[src/hw/rtl/scr_pkg.sv]
package scr_pkg;

  localparam int POS_W   = 32;
  localparam int CFG_W   = 32;
  localparam int IDX_W   = 3;
  localparam int MASS_W  = 31;
  localparam int ELAS_W  = 17;
  localparam int DIFF_W  = POS_W + 1;
  localparam int RAD_W   = 2 * DIFF_W;
  localparam int ROOT_W  = RAD_W / 2;
  localparam int NFRAC_W = 30;
  localparam int NQ_W    = NFRAC_W + 1;
  localparam int NNUM_W  = DIFF_W + NFRAC_W;
  localparam int MSUM_W  = MASS_W + 1;
  localparam int WQ_W    = 17;
  localparam int WNUM_W  = MASS_W + 16;
  localparam int U_W     = 38;
  localparam int SAT_W   = 40;

  localparam logic [IDX_W-1:0] REG_SELF_MASS    = 3'd0;
  localparam logic [IDX_W-1:0] REG_OTHER_MASS   = 3'd1;
  localparam logic [IDX_W-1:0] REG_SELF_RADIUS  = 3'd2;
  localparam logic [IDX_W-1:0] REG_OTHER_RADIUS = 3'd3;
  localparam logic [IDX_W-1:0] REG_ELASTICITY   = 3'd4;

  localparam logic [MASS_W-1:0] RST_MASS   = 31'd65536;
  localparam logic [MASS_W-1:0] RST_RADIUS = 31'd65536;
  localparam logic [ELAS_W-1:0] RST_ELAS   = 17'd65536;

  typedef logic [2:0][POS_W-1:0] vec3_t;

  function automatic logic [POS_W-1:0] sat32(input logic signed [SAT_W-1:0] v);
    logic [POS_W-1:0] r;
    if (v[SAT_W-1:POS_W-1] == '0 || v[SAT_W-1:POS_W-1] == '1) begin
      r = v[POS_W-1:0];
    end else if (v[SAT_W-1]) begin
      r = {1'b1, {(POS_W-1){1'b0}}};
    end else begin
      r = {1'b0, {(POS_W-1){1'b1}}};
    end
    return r;
  endfunction

endpackage

[src/hw/rtl/scr_sqrt.sv]
module scr_sqrt import scr_pkg::*; #(
  parameter int RW = RAD_W
) (
  input  logic            clk,
  input  logic [RW-1:0]   rad,
  output logic [RW/2-1:0] root
);

  localparam int OW = RW / 2;
  localparam int MW = OW + 2;

  logic [RW-1:0] rad_r  [OW];
  logic [MW-1:0] rem_r  [OW];
  logic [OW-1:0] root_r [OW];

  for (genvar j = 0; j < OW; j++) begin : g_stage
    logic [RW-1:0]   rad_i;
    logic [MW-1:0]   rem_i;
    logic [OW-1:0]   root_i;
    logic [MW+1:0]   cand;
    logic [MW+1:0]   trial;
    logic            ge;

    if (j == 0) begin : g_first
      assign rad_i  = rad;
      assign rem_i  = '0;
      assign root_i = '0;
    end else begin : g_next
      assign rad_i  = rad_r[j-1];
      assign rem_i  = rem_r[j-1];
      assign root_i = root_r[j-1];
    end

    assign cand  = {rem_i, rad_i[RW-1 -: 2]};
    assign trial = {2'b00, root_i, 2'b01};
    assign ge    = cand >= trial;

    always_ff @(posedge clk) begin
      rad_r[j]  <= rad_i << 2;
      rem_r[j]  <= ge ? MW'(cand - trial) : MW'(cand);
      root_r[j] <= {root_i[OW-2:0], ge};
    end
  end

  assign root = root_r[OW-1];

endmodule

[config.mk]
export PLATFORM = sky130hd
export DESIGN_NAME = scr_sqrt
export DESIGN_NICKNAME = d
export VERILOG_FILES = /design/src/hw/rtl/scr_pkg.sv /design/src/hw/rtl/scr_sqrt.sv
export SDC_FILE = /design/constraint.sdc
export NUM_CORES = 2
export LEC_CHECK = 0
export BUFFER_PORTS_ARGS = -buffer_cell sky130_fd_sc_hd__clkbuf_2
export CAP_MARGIN = 10
export CELL_PAD_IN_SITES_DETAIL_PLACEMENT = 1
export CELL_PAD_IN_SITES_GLOBAL_PLACEMENT = 1
export CORE_MARGIN = 2
export CORE_UTILIZATION = 38
export DETAILED_ROUTE_END_ITERATION = 12
export GPL_TIMING_DRIVEN = 0
export PLACE_DENSITY = 0.69
export REMOVE_ABC_BUFFERS = 1
export SETUP_SLACK_MARGIN = 0.2
export SYNTH_ARGS = -nofsm -noshare
export SYNTH_HDL_FRONTEND = slang
export SYNTH_MEMORY_MAX_BITS = 65536
export SYNTH_SLANG_ARGS = --single-unit
[constraint.sdc]
create_clock -name clk -period 4.8 [get_ports clk]
set_input_delay 0.48 -clock clk [delete_from_list [all_inputs] [get_ports clk]]
set_output_delay 0.48 -clock clk [all_outputs]
set_load 0.01 [all_outputs]
==> impl_metrics.py <==
metrics = {
    "outcome": {
        "status": "complete, no violations",
    },
    "synth": {
        "synth-xor-area-share_pct": 8.09,
        "yosysWarnings": 0,
        "synth_area_um2": 98300,
        "synth_fa_ha_area_share_pct": 7.58,
        "yosysUniqueCellTypes": 98,
        "synthCells": 9704,
        "synthArstFlopShare_pct": 0,
        "synth-simple-area-share_pct": 13.0,
        "avgSynthCellArea_um2": 10.1,
        "yosys.area.top_type": "dfxtp_1",
        "synthFlopType": "dfxtp_1",
        "synth_compound_area_share_pct": 11.9,
        "ys_seq_elements": 2684,
        "yosysTopAreaCellShare_pct": 54.6,
        "synth_top_family_by_area": "simple AND/OR/NAND/NOR gates",
        "synth_most_common_cell": "dfxtp_1",
        "synth_mux_area_share_pct": 1.12,
        "synth-edff-count": 0,
        "yosys-top-cells-count": "dfxtp_1 (2,684), inv_1 (750), nor2_1 (680)",
        "synthTopCellsByArea": "dfxtp_1 (55%), ha_1 (7.6%), xor2_1 (4.2%)",
        "yosysSeqAreaShare_pct": 54.6,
    },
    "route": {
        "postRouteAntennaNets": 0,
        "drt_iter0_drc": 2885,
        "dr.max_layer_used": "met5",
        "drc": 0,
        "wl_met2_mm": 117,
        "vias_per_cell": 4.98,
        "vias": 67800,
        "wl_per_cell_um": 16.9,
        "routed_wl_mm": 230,
        "route.met3.wl_mm": 6.15,
        "wl_met1_mm": 98.5,
        "dr.pass1.iters": 5,
    },
    "clock_network": {
        "path_clk_slew_ps": 60,
        "cts_tree": "done",
        "cts_root_buf": "clkbuf_16",
        "cts.sinks": 2684,
        "cts_made_buffers": 295,
        "clock_latency_ps": 860,
        "cts_max_path_buffers": 4,
        "htree_levels": 5,
    },
    "sta": {
        "slew_viol_final": 0,
        "finalCritPeriodShare_pct": 89.6,
        "setup_viol": 0,
        "final.setup.worst_slack_ps": 500,
        "finalCriticalPeriod_ps": 4300,
        "rsz0062_at_grt": "no",
        "max_freq_ghz": 0.233,
        "relSlewSlack_pct": 21.5,
        "timing_worst_slew_pin_value_ps": 1180,
        "hold_violations": 0,
        "tns_ps": 0,
        "worst_clock_skew_ps": 60.3,
    },
    "global_route": {
        "antenna_found_initial": 5,
        "grt_usage_pct": 17.2,
        "grt_pass1_vias": 71800,
        "grt_max_degree": 56,
        "grt_pass1_wl_mm": 373,
        "overflow": 0,
    },
    "pwr": {
        "clock_power_share_pct": 38.1,
        "ir_drop_uv": 293,
        "switching_share_pct": 27.6,
        "pwr-share-seq_pct": 47.3,
        "p_switching_mw": 16.7,
        "p_comb_share_pct": 14.6,
        "p_int_mw": 43.8,
        "p_leak_nw": 53.0,
        "p_per_area_nw_per_um2": 532,
    },
    "worst_setup_path": {
        "cp-start-kind": "flip-flop",
        "cp-end-kind": "flip-flop",
        "crit_arrival_ps": 5000,
        "worstSetupPathType": "reg -> reg",
        "worst-path-max-fanout": 35,
        "required_ps": 5500,
    },
    "place": {
        "place_hpwl_mm": 175,
        "dpl.cell_count": 13000,
        "dpl_worst_slack_ps": 276,
        "place_congestion": 0.866,
        "io_buffers": 99,
        "postPlaceCellArea_um2": 103000,
    },
    "worst_hold_path": {
        "min_path_type": "in -> reg",
    },
    "cells_and_area": {
        "fin_area_um2": 114000,
        "area_growth_pct": 15.5,
        "nets": 10700,
        "utilization_pct": 44.2,
        "stdcell_count": 13600,
        "drive_gt1_share_pct": 7.71,
        "num-fill-cells": 28200,
    },
    "floorplanning": {
        "die_h_um": 513,
        "start_util_pct": 38.2,
        "die_x_um": 513,
        "die-area_um2": 263000,
        "coreArea_um2": 257000,
        "boundaryPins": 100,
        "rows": 186,
    },
    "run": {
        "cap_violations": 0,
    },
}
repair_timing:
action,4_1_cts,5_1_grt
hold buffers,67,0
hold endpoints to repair,67,0
setup endpoints to repair,0,27
gates resized for setup,0,5
setup buffers,0,2
cell usage in the layout (no fill, tap or decap), types with 127 or more instances in the layout:
master / count
dfxtp_1: 2684
inv_1: 749
nor2_1: 680
a21oi_1: 658
nand2_1: 620
ha_1: 596
o21ai_0: 467
xor2_1: 466
xnor2_1: 442
clkbuf_16: 298
a21o_1: 247
nor3_1: 221
nand3_1: 148
nand2b_1: 144
nor4_1: 127
kinds of logic (layout without fill, tap and decap cells):
logic type	count (synthesis)	count (layout)
flip-flops	2684	2684
AND/OR/NAND/NOR	2572	2572
AO/OA/AOI/OAI	1900	1901
buffers and inverters	944	1459
XOR/XNOR	908	908
adder cells (fa/ha/maj)	596	596
multiplexers	99	99
other	1	5
power groups by stage:
stage          Combinational (mW)  Clock (mW)  Sequential [mW]
6_report                     8.86        23.0             28.6
5_1_grt                      9.93        24.7             29.0
4_1_cts                      8.94        23.8             28.6
3_5_place_dp                 8.80           0             29.1
3_3_place_gp                 8.50           0             29.0
2_1_floorplan                6.67           0             28.0
layer usage:
layer	up-vias	global-route usage, %
met2	857	31.8
li1	33700	-
met4	2	6.50
met5	-	0
met3	487	2.14
met1	32800	20.2
registers in the layout (all words and copies together), names as in the netlist:
| name | flops |
|---|---|
| rem_r | 1067 |
| root_r | 561 |
| rad_r | 1056 |
worst max-delay path, cell delays in order, from the launching register on:
cell and delay, ps:
dfxtp_1 330, inv_1 50, ha_1 340, o21a_1 210
o221ai_1 240, o22a_1 300, o2111ai_1 300, nand3_1 190
a2111oi_0 930, o21ai_0 250, and3_2 480, buf_16 270
a22o_1 270
worst paths after layout:
check / start / end / slack (ps) / cells after the start
setup / recovery: root_r[30][0] / rem_r[0][1105] / 500 / 12
hold / removal: rad[27] / rad_r[0][27] / 270 / 2
setup reg to reg: root_r[30][0] / rem_r[0][1105] / 500 / 12
hold reg to reg: rad_r[0][557] / rad_r[0][623] / 280 / 0
stage by stage:
stage                     total power, mW  hold slack, ps
after detailed placement             37.9             313
after global placement               37.5             310
after global routing                 63.7             221
after floorplan                      34.7             310
after CTS                            61.4             182
final                                60.5             269
area by class of cell:
class / count / area (um^2) / area share, %
inverter: 751 / 2820 / 2.49
timing repair buffer: 186 / 1560 / 1.37
clock buffer: 404 / 8400 / 7.39
sequential: 2684 / 53700 / 47.3
tap: 3384 / 4230 / 3.73
clock inverter: 118 / 1660 / 1.47
antenna: 4 / 10.0 / 0.00881
multi-input combinational: 6077 / 41200 / 36.2
(Power assumes the default switching activity.)
